**src/rtl/core/pil_pkg.sv**
```systemverilog
// Package for the priority inheritance lock core.
// Holds the result and request codes, the controller state type, and the
// command and status structs. It has no dependencies.
`timescale 1ns / 1ps

package pil_pkg;

  localparam int unsigned TidW  = 4;
  localparam int unsigned PrioW = 8;
  localparam int unsigned KindW = 3;

  // Number of task identifiers; a request's identifier is reduced modulo this value.
  localparam int unsigned TaskCount = 16;

  localparam logic MODE_LOCK   = 1'b0;
  localparam logic MODE_UNLOCK = 1'b1;

  typedef enum logic [KindW-1:0] {
    KIND_GRANTED  = 3'd0,
    KIND_QUEUED   = 3'd1,
    KIND_ALREADY  = 3'd2,
    KIND_FULL     = 3'd3,
    KIND_RELEASED = 3'd4,
    KIND_IGNORED  = 3'd5,
    KIND_WAKE     = 3'd6
  } kind_e;

  typedef enum logic [1:0] {
    ST_IDLE,
    ST_EXEC,
    ST_WAKE
  } ctrl_state_e;

  typedef struct packed {
    logic load_req;
    logic exec;
    logic wake;
  } pil_cmd_t;

  typedef struct packed {
    logic slot_free;
    logic release_wake;
    logic wake_last;
  } pil_sts_t;

  function automatic logic [TidW-1:0] reduce_tid(input logic [TidW-1:0] id);
    logic [8:0] v;
    v = {5'b0, id};
    for (int k = 0; k < 8; k++) begin
      if (v >= 9'(TaskCount)) begin
        v = v - 9'(TaskCount);
      end
    end
    return v[TidW-1:0];
  endfunction

endpackage

```
**src/rtl/core/pil_if.sv**
```systemverilog
// Valid/ready channel interfaces for requests and results of the lock core.
// Depends on nothing; field widths match pil_pkg.
`timescale 1ns / 1ps

interface pil_req_if;
  logic       valid;
  logic       ready;
  logic       mode;
  logic [3:0] task_id;
  logic [7:0] task_priority;
  logic [7:0] orig_priority;

  modport source (output valid, mode, task_id, task_priority, orig_priority, input ready);
  modport sink (input valid, mode, task_id, task_priority, orig_priority, output ready);
endinterface

interface pil_rsp_if;
  logic       valid;
  logic       ready;
  logic [2:0] kind;
  logic [3:0] subject_task;
  logic [3:0] owner_task;
  logic       set_priority;
  logic [7:0] new_priority;
  logic       last;

  modport source (output valid, kind, subject_task, owner_task, set_priority, new_priority,
                  last, input ready);
  modport sink (input valid, kind, subject_task, owner_task, set_priority, new_priority,
                last, output ready);
endinterface

```
**src/rtl/core/pil_ctrl.sv**
```systemverilog
// Controller state machine of the lock core.
// Sequences request capture, execution and the wake results; uses pil_pkg.
`timescale 1ns / 1ps

module pil_ctrl import pil_pkg::*; (
  input  logic     clk_i,
  input  logic     rst_ni,
  input  logic     req_valid_i,
  output logic     req_ready_o,
  input  pil_sts_t sts_i,
  output pil_cmd_t cmd_o
);

  ctrl_state_e state_q, state_d;

  always_ff @(posedge clk_i or negedge rst_ni) begin
    if (!rst_ni) begin
      state_q <= ST_IDLE;
    end else begin
      state_q <= state_d;
    end
  end

  always_comb begin
    state_d     = state_q;
    cmd_o       = '0;
    req_ready_o = 1'b0;
    case (state_q)
      ST_IDLE: begin
        req_ready_o    = 1'b1;
        cmd_o.load_req = req_valid_i;
        if (req_valid_i) begin
          state_d = ST_EXEC;
        end
      end
      ST_EXEC: begin
        if (sts_i.slot_free) begin
          cmd_o.exec = 1'b1;
          state_d    = sts_i.release_wake ? ST_WAKE : ST_IDLE;
        end
      end
      ST_WAKE: begin
        if (sts_i.slot_free) begin
          cmd_o.wake = 1'b1;
          if (sts_i.wake_last) begin
            state_d = ST_IDLE;
          end
        end
      end
      default: begin
        state_d = ST_IDLE;
      end
    endcase
  end

endmodule

```
**src/rtl/core/pil_datapath.sv**
```systemverilog
// Datapath of the lock core: request register, lock state, waiter list and
// result register. Uses pil_pkg and the result channel interface.
`timescale 1ns / 1ps

module pil_datapath import pil_pkg::*; #(
  parameter int unsigned MAX_WAITERS = 8
) (
  input  logic               clk_i,
  input  logic               rst_ni,
  input  logic               mode_i,
  input  logic [TidW-1:0]    task_id_i,
  input  logic [PrioW-1:0]   task_priority_i,
  input  logic [PrioW-1:0]   orig_priority_i,
  input  pil_cmd_t           cmd_i,
  output pil_sts_t           sts_o,
  pil_rsp_if.source          rsp_o
);

  localparam int unsigned CntW = $clog2(MAX_WAITERS + 1);
  localparam int unsigned IdxW = (MAX_WAITERS > 1) ? $clog2(MAX_WAITERS) : 1;

  logic             mode_q;
  logic [TidW-1:0]  tid_q;
  logic [PrioW-1:0] prio_q;
  logic [PrioW-1:0] base_q;

  logic             held_q, held_d;
  logic [TidW-1:0]  holder_q, holder_d;
  logic [PrioW-1:0] hprio_q, hprio_d;
  logic [CntW-1:0]  count_q, count_d;
  logic [IdxW-1:0]  wake_idx_q, wake_idx_d;
  logic [(2**TidW)-1:0] present_q, present_d;
  logic [TidW-1:0]  ids_q [MAX_WAITERS];

  logic             out_valid_q;
  kind_e            kind_q, kind_d;
  logic [TidW-1:0]  subj_q, subj_d;
  logic [TidW-1:0]  owner_q, owner_d;
  logic             setp_q, setp_d;
  logic [PrioW-1:0] newp_q, newp_d;
  logic             last_q, last_d;

  logic             list_write;
  logic             boost;
  logic             is_holder;
  logic             wake_last;

  assign boost     = prio_q > hprio_q;
  assign is_holder = held_q && (holder_q == tid_q);
  assign wake_last = (CntW'(wake_idx_q) + CntW'(1)) == count_q;

  assign sts_o.slot_free    = !out_valid_q || rsp_o.ready;
  assign sts_o.release_wake = (mode_q == MODE_UNLOCK) && is_holder && (count_q != '0);
  assign sts_o.wake_last    = wake_last;

  always_ff @(posedge clk_i) begin
    if (cmd_i.load_req) begin
      mode_q <= mode_i;
      tid_q  <= reduce_tid(task_id_i);
      prio_q <= task_priority_i;
      base_q <= orig_priority_i;
    end
    if (list_write) begin
      ids_q[count_q[IdxW-1:0]] <= tid_q;
    end
    if (cmd_i.exec || cmd_i.wake) begin
      kind_q  <= kind_d;
      subj_q  <= subj_d;
      owner_q <= owner_d;
      setp_q  <= setp_d;
      newp_q  <= newp_d;
      last_q  <= last_d;
    end
  end

  always_ff @(posedge clk_i or negedge rst_ni) begin
    if (!rst_ni) begin
      held_q      <= 1'b0;
      holder_q    <= '0;
      hprio_q     <= '0;
      count_q     <= '0;
      wake_idx_q  <= '0;
      present_q   <= '0;
      out_valid_q <= 1'b0;
    end else begin
      held_q     <= held_d;
      holder_q   <= holder_d;
      hprio_q    <= hprio_d;
      count_q    <= count_d;
      wake_idx_q <= wake_idx_d;
      present_q  <= present_d;
      if (cmd_i.exec || cmd_i.wake) begin
        out_valid_q <= 1'b1;
      end else if (rsp_o.ready) begin
        out_valid_q <= 1'b0;
      end
    end
  end

  always_comb begin
    held_d     = held_q;
    holder_d   = holder_q;
    hprio_d    = hprio_q;
    count_d    = count_q;
    wake_idx_d = wake_idx_q;
    present_d  = present_q;
    list_write = 1'b0;
    kind_d     = KIND_IGNORED;
    subj_d     = tid_q;
    owner_d    = holder_q;
    setp_d     = 1'b0;
    newp_d     = '0;
    last_d     = 1'b1;

    if (cmd_i.exec) begin
      if (mode_q == MODE_LOCK) begin
        if (!held_q) begin
          held_d   = 1'b1;
          holder_d = tid_q;
          hprio_d  = prio_q;
          kind_d   = KIND_GRANTED;
          owner_d  = tid_q;
        end else begin
          if (boost) begin
            hprio_d = prio_q;
            setp_d  = 1'b1;
            newp_d  = prio_q;
          end
          if (present_q[tid_q]) begin
            kind_d = KIND_ALREADY;
          end else if (count_q < CntW'(MAX_WAITERS)) begin
            list_write       = 1'b1;
            count_d          = count_q + CntW'(1);
            present_d[tid_q] = 1'b1;
            kind_d           = KIND_QUEUED;
          end else begin
            kind_d = KIND_FULL;
          end
        end
      end else if (is_holder) begin
        held_d     = 1'b0;
        holder_d   = '0;
        hprio_d    = '0;
        wake_idx_d = '0;
        kind_d     = KIND_RELEASED;
        owner_d    = tid_q;
        setp_d     = 1'b1;
        newp_d     = base_q;
        last_d     = (count_q == '0);
      end
    end else if (cmd_i.wake) begin
      kind_d  = KIND_WAKE;
      subj_d  = ids_q[wake_idx_q];
      owner_d = '0;
      last_d  = wake_last;
      if (wake_last) begin
        count_d    = '0;
        present_d  = '0;
        wake_idx_d = '0;
      end else begin
        wake_idx_d = wake_idx_q + IdxW'(1);
      end
    end
  end

  assign rsp_o.valid        = out_valid_q;
  assign rsp_o.kind         = kind_q;
  assign rsp_o.subject_task = subj_q;
  assign rsp_o.owner_task   = owner_q;
  assign rsp_o.set_priority = setp_q;
  assign rsp_o.new_priority = newp_q;
  assign rsp_o.last         = last_q;

endmodule

```
**src/rtl/core/priority_inheritance_lock_core.sv**
```systemverilog
// Priority inheritance lock: a request is captured in the request register while
// the controller is idle; its result is then written to the shared output register
// in the execute state; a release with waiters adds one wake result per waiter.
// A stalled result port holds the sequencer until its slot frees.
// Reset frees the lock, clears the holder, its priority and the waiter list.
`timescale 1ns / 1ps

module priority_inheritance_lock_core import pil_pkg::*; #(
  parameter int unsigned MAX_WAITERS = 8
) (
  input  logic      clk_i,
  input  logic      rst_ni,
  pil_req_if.sink   req_i,
  pil_rsp_if.source rsp_o
);

  pil_cmd_t cmd;
  pil_sts_t sts;

  pil_ctrl u_ctrl (
    .clk_i       (clk_i),
    .rst_ni      (rst_ni),
    .req_valid_i (req_i.valid),
    .req_ready_o (req_i.ready),
    .sts_i       (sts),
    .cmd_o       (cmd)
  );

  pil_datapath #(
    .MAX_WAITERS (MAX_WAITERS)
  ) u_datapath (
    .clk_i           (clk_i),
    .rst_ni          (rst_ni),
    .mode_i          (req_i.mode),
    .task_id_i       (req_i.task_id),
    .task_priority_i (req_i.task_priority),
    .orig_priority_i (req_i.orig_priority),
    .cmd_i           (cmd),
    .sts_o           (sts),
    .rsp_o           (rsp_o)
  );

endmodule

```
**src/flat_wrapper.sv**
```systemverilog
// flat-port wrapper written by rule: the top's interface ports become plain ports
module priority_inheritance_lock_core_flat import pil_pkg::*;
#(
  parameter int unsigned MAX_WAITERS = 8
)
  (clk_i, rst_ni, req_i_valid, req_i_mode, req_i_task_id, req_i_task_priority, req_i_orig_priority, req_i_ready, rsp_o_valid, rsp_o_kind, rsp_o_subject_task, rsp_o_owner_task, rsp_o_set_priority, rsp_o_new_priority, rsp_o_last, rsp_o_ready);
  pil_req_if req_i_i ();
  pil_rsp_if rsp_o_i ();
  input  logic clk_i;
  input  logic rst_ni;
  input wire logic [$bits(req_i_i.valid)-1:0] req_i_valid;
  input wire logic [$bits(req_i_i.mode)-1:0] req_i_mode;
  input wire logic [$bits(req_i_i.task_id)-1:0] req_i_task_id;
  input wire logic [$bits(req_i_i.task_priority)-1:0] req_i_task_priority;
  input wire logic [$bits(req_i_i.orig_priority)-1:0] req_i_orig_priority;
  output wire logic [$bits(req_i_i.ready)-1:0] req_i_ready;
  output wire logic [$bits(rsp_o_i.valid)-1:0] rsp_o_valid;
  output wire logic [$bits(rsp_o_i.kind)-1:0] rsp_o_kind;
  output wire logic [$bits(rsp_o_i.subject_task)-1:0] rsp_o_subject_task;
  output wire logic [$bits(rsp_o_i.owner_task)-1:0] rsp_o_owner_task;
  output wire logic [$bits(rsp_o_i.set_priority)-1:0] rsp_o_set_priority;
  output wire logic [$bits(rsp_o_i.new_priority)-1:0] rsp_o_new_priority;
  output wire logic [$bits(rsp_o_i.last)-1:0] rsp_o_last;
  input wire logic [$bits(rsp_o_i.ready)-1:0] rsp_o_ready;
  assign req_i_i.valid = req_i_valid;
  assign req_i_i.mode = req_i_mode;
  assign req_i_i.task_id = req_i_task_id;
  assign req_i_i.task_priority = req_i_task_priority;
  assign req_i_i.orig_priority = req_i_orig_priority;
  assign req_i_ready = req_i_i.ready;
  assign rsp_o_valid = rsp_o_i.valid;
  assign rsp_o_kind = rsp_o_i.kind;
  assign rsp_o_subject_task = rsp_o_i.subject_task;
  assign rsp_o_owner_task = rsp_o_i.owner_task;
  assign rsp_o_set_priority = rsp_o_i.set_priority;
  assign rsp_o_new_priority = rsp_o_i.new_priority;
  assign rsp_o_last = rsp_o_i.last;
  assign rsp_o_i.ready = rsp_o_ready;
  priority_inheritance_lock_core #(.MAX_WAITERS(MAX_WAITERS)) u_core (.clk_i(clk_i), .rst_ni(rst_ni), .req_i(req_i_i), .rsp_o(rsp_o_i));
endmodule
```
**config.mk**
```make
export PLATFORM = sky130hd
export DESIGN_NAME = priority_inheritance_lock_core_flat
export DESIGN_NICKNAME = d
export VERILOG_FILES = /design/src/rtl/core/pil_pkg.sv /design/src/rtl/core/pil_if.sv /design/src/rtl/core/pil_ctrl.sv /design/src/rtl/core/pil_datapath.sv /design/src/rtl/core/priority_inheritance_lock_core.sv /design/src/flat_wrapper.sv
export SDC_FILE = /design/constraint.sdc
export NUM_CORES = 1
export LEC_CHECK = 0
export ABC_CLOCK_PERIOD_IN_PS = 2700
export BUFFER_PORTS_ARGS = -buffer_cell sky130_fd_sc_hd__buf_2
export CORE_AREA = 4 4 135 137
export DETAILED_ROUTE_END_ITERATION = 12
export DIE_AREA = 0 0 139 141
export GPL_TIMING_DRIVEN = 0
export PLACE_DENSITY = 0.46
export SETUP_SLACK_MARGIN = 0.1
export SYNTH_ARGS = -nofsm -noshare
export SYNTH_HDL_FRONTEND = slang
export SYNTH_SLANG_ARGS = --single-unit
```
**constraint.sdc**
```tcl
create_clock -name clk_i -period 2.7 [get_ports clk_i]
set_input_delay 0.27 -clock clk_i [delete_from_list [all_inputs] [get_ports clk_i]]
set_output_delay 0.27 -clock clk_i [all_outputs]
set_load 0.05 [all_outputs]
```
==> metrics.md <==
| Metric | Value |
|---|---|
| Post-synth top cells | edfxtp_1, nor2_1, dfrtp_1, nand2_1, a21oi_1 |
| FF+latch count, synth | 113 |
| Asr flop ratio synth | 34.5% |
| DRT antenna net count | 0 |
| PwrDens | 988 nW/um^2 |
| Fraction of layout cells with a size suffix above 1 | 26.8% |
| CP Max Fanout | 5 |
| Largest delay contributor family on the critical path | simple AND/OR/NAND/NOR gates |
| Leak Pwr | 2.44 nW |
| Top sig layer | met4 |
| Synthesized net count | 429 |
| Worst hold margin | 0.00366 ns |
| Clock skew | 0.00995 ns |
| Count leader, synth | edfxtp_1 |
| FF+latch area | 3200 um^2 |
| Fmax | 0.400 GHz |
| Worst Setup End Kind | flop |
| Vias in the first global route | 3,385 |
| Ys flop type | edfxtp_1 |
| Period utilisation layout | 92.5% |
| CP required | 2.79 ns |
| RePlAce Congestion | 0.781 |
| Die X | 139 um |
| Htree depth | 4 |
| Crit-path max cell delay | 0.55 ns |
| Final Non-Filler Cells | 707 |
| Total Routing Usage GR | 12.3% |
| # rows | 48 |
| Largest net degree at the start of global routing | 40 |
| Slowest cell on the critical path | or4_4 |
| Crit path from | u_core.u_datapath.tid_q[0]$_DFFE_PP_ |
| Avg Inst Size Synth | 12.8 um^2 |
| IO Pins | 48 |
| Post-CTS Hold Buffers | 0 |
| Final nets | 505 |
| First-pass GRT wire length | 18,700 um |
| Post-synth EDFFs | 74 |
| Area leader, netlist | edfxtp_1 |
| Fin crit period | 2.50 ns |
| Diodes inserted | 0 |
| Flop2flop setup slack | 0.20 ns |
| Worst-path clk slew | 0.05 ns |
| Placed Cells | 666 |
| Crit-path cells | buf_6 > mux4_2 > nand2_2 > and3_4 > nor2_4 > or4_4 > nor3_4 |
| Met3 wire len | 383 um |
| Slew margin rel. | 28.9% |
| Count of clock tree sinks | 113 |
| CP bufs+invs | 1 |
| Synth top area share | 44.3% |
| WL final | 11,400 um |
| Die Footprint | 19,600 um^2 |
| Clock Tree Root | clkbuf_16 |
| Total CTS buffers | 17 |
| Filler Cells Inserted | 1,684 |
| Peak VDD IR | 515 uV |
| FF-to-FF Start | u_core.u_datapath.tid_q[0]$_DFFE_PP_ |
| WL/cell | 16.2 um |
| Status | finished, final reports clean |
| Clock buffer depth | 2 |
| Initial antenna violation count | 0 |
| Gate Count Post-Synth | 393 |
| Cell variety after synth | 46 |
| Layout area overhead | 24.9% |
| Drt first pass iters | 4 |
| Initial drt markers | 216 |
| Hold Crit Class | in -> async |
| Slew @ Worst Pin | 1.07 ns |
| Initial Util | 29.4% |
| DRC viols | 0 |
| Dpl hpwl | 8030 um |
| Count of input and output buffers | 47 |
| Pins Over Slew Limit | 0 |
| Met1 Wirelength | 5550 um |
| Crit start category | flop |
| RSZ-0062 raised after global routing | yes |
| Total grt overflow | 0 |
| Die Y | 141 um |
| DR vias | 3,350 |
| Core Region | 17,100 um^2 |
| Setup CP Type | reg -> reg |
| WP data arrival | 2.59 ns |
| Area contributors post-synth | edfxtp_1, dfrtp_1, mux4_2, nor2_1, ha_1 |
| Mapped Area | 5010 um^2 |
| CTS tree | done |
| Final hold violation count | 0 |
| DR WL met2 | 5360 um |
| Clock insertion delay at the later pin of the skew report | 0.41 ns |
| Routed vias/inst | 4.74 |
| Yosys warnings | 0 |
| Max-capacitance violation count | 0 |
| Register area share after synthesis | 63.8% |
| Final setup viols | 0 |
| Multi-input combinational cell area | 1750 um^2 |
-- metal layers --
metal / up-vias / track usage (%)
met2: 70 / 18.8
met4: 0 / 3.86
met1: 1666 / 17.0
met3: 10 / 3.53
li1: 1604 / -
met5: - / 0
-- area by class of cell --
cell class,count,area share (%)
plain buffers,16,1.38
clock buffers,18,6.85
clock inverters,14,1.96
inverters,18,1.08
multi-input cells,245,28.0
flip-flops and latches,113,51.1
well taps,225,4.49
repair buffers,58,5.19
-- stage by stage --
stage	utilization, %	total power, mW	instance area [um^2]	setup WS (ns)	setup TNS (ns)
after floorplan	-	3.60	5010	0.285	0
after global placement	32.4	4.02	5530	-0.241	-3.02
after detailed placement	32.5	4.06	5550	-0.251	-4.59
after CTS	36.2	6.22	6180	0.128	0
after global routing	36.7	6.53	6260	0.0568	0
final	36.7	6.19	6260	0.203	0
-- state kept, by name, summed over array words and instances, names as in the netlist, 4 cells and up --
register and count:
u_core.u_datapath.base_q 8, u_core.u_datapath.count_q 4, u_core.u_datapath.holder_q 4, u_core.u_datapath.hprio_q 8, u_core.u_datapath.ids_q 32, u_core.u_datapath.present_q 16, u_core.u_datapath.prio_q 8, u_core.u_datapath.rsp_o.new_priority 8
u_core.u_datapath.rsp_o.owner_task 4, u_core.u_datapath.rsp_o.subject_task 4, u_core.u_datapath.tid_q 4
-- cells in the final DEF, fill, tap and decap left out, types with 2 or more instances in the layout --
cell,synthesis,routed
clkbuf_1,7,7
o31ai_1,4,4
nor2_4,0,2
dfrtp_1,39,39
a21oi_1,24,24
nor2b_1,7,6
mux4_2,10,10
clkinvlp_4,0,2
edfxtp_1,74,74
xor2_1,4,4
o21ai_0,17,17
nand2_1,33,32
buf_4,2,12
bufinv_16,0,2
inv_1,18,18
xnor2_1,5,5
a31oi_1,4,4
nor2_2,0,6
clkinv_2,0,4
buf_2,8,53
nor4_1,2,2
clkinv_1,0,5
nand4_1,4,4
nand3_1,10,9
or2_2,2,2
o211ai_1,3,3
o21a_1,2,2
nor3_4,0,2
nor3_1,5,4
a22o_1,5,5
nor2_1,47,39
nand2_2,1,2
a32o_1,8,8
mux2i_1,12,12
and3_1,5,5
clkbuf_16,0,17
ha_1,11,11
nand2b_1,4,4
-- logic make-up (layout without fill, tap and decap cells) --
family	count (synthesis)	count (layout)	synth area share, %
AO/OA/AOI/OAI	74	74	9.51
XOR/XNOR	9	9	1.57
adder cells (fa/ha/maj)	11	11	2.75
buffers and inverters	35	124	2.97
flip-flops	113	113	63.8
multiplexers	23	23	7.11
AND/OR/NAND/NOR	128	128	12.3
-- where the power goes --
| part | internal [mW] | switching, mW |
|---|---|---|
| Clock | 1.33 | 0.770 |
| Sequential | 2.21 | 0.164 |
| Combinational | 0.570 | 1.14 |
| Total | 4.11 | 2.08 |
-- repair_timing --
item / 4_1_cts / 5_1_grt
resized for setup: 14 / 8
pin swaps: 0 / 6
setup endpoints to repair: 39 / 35
cloned: 0 / 0
hold endpoints to repair: 0 / 0
buffers inserted: 3 / 7
-- path summary, 6_finish.rpt --
check                                                                   to  depth (start not counted)
worst max-delay path               u_core.u_datapath.ids_q[0][1]$_DFFE_PP_                          7
worst max register to register     u_core.u_datapath.ids_q[0][1]$_DFFE_PP_                          7
max in group asynchronous       u_core.u_datapath.present_q[8]$_DFFE_PN0P_                          1
worst min-delay path             u_core.u_datapath.rsp_o.valid$_DFFE_PN0P_                          1
min in group clk_i                   u_core.u_datapath.base_q[0]$_DFFE_PP_                          1
worst min register to register    u_core.u_datapath.hprio_q[2]$_DFFE_PN0P_                          1
No activity file was read; power rests on OpenSTA's default activity.
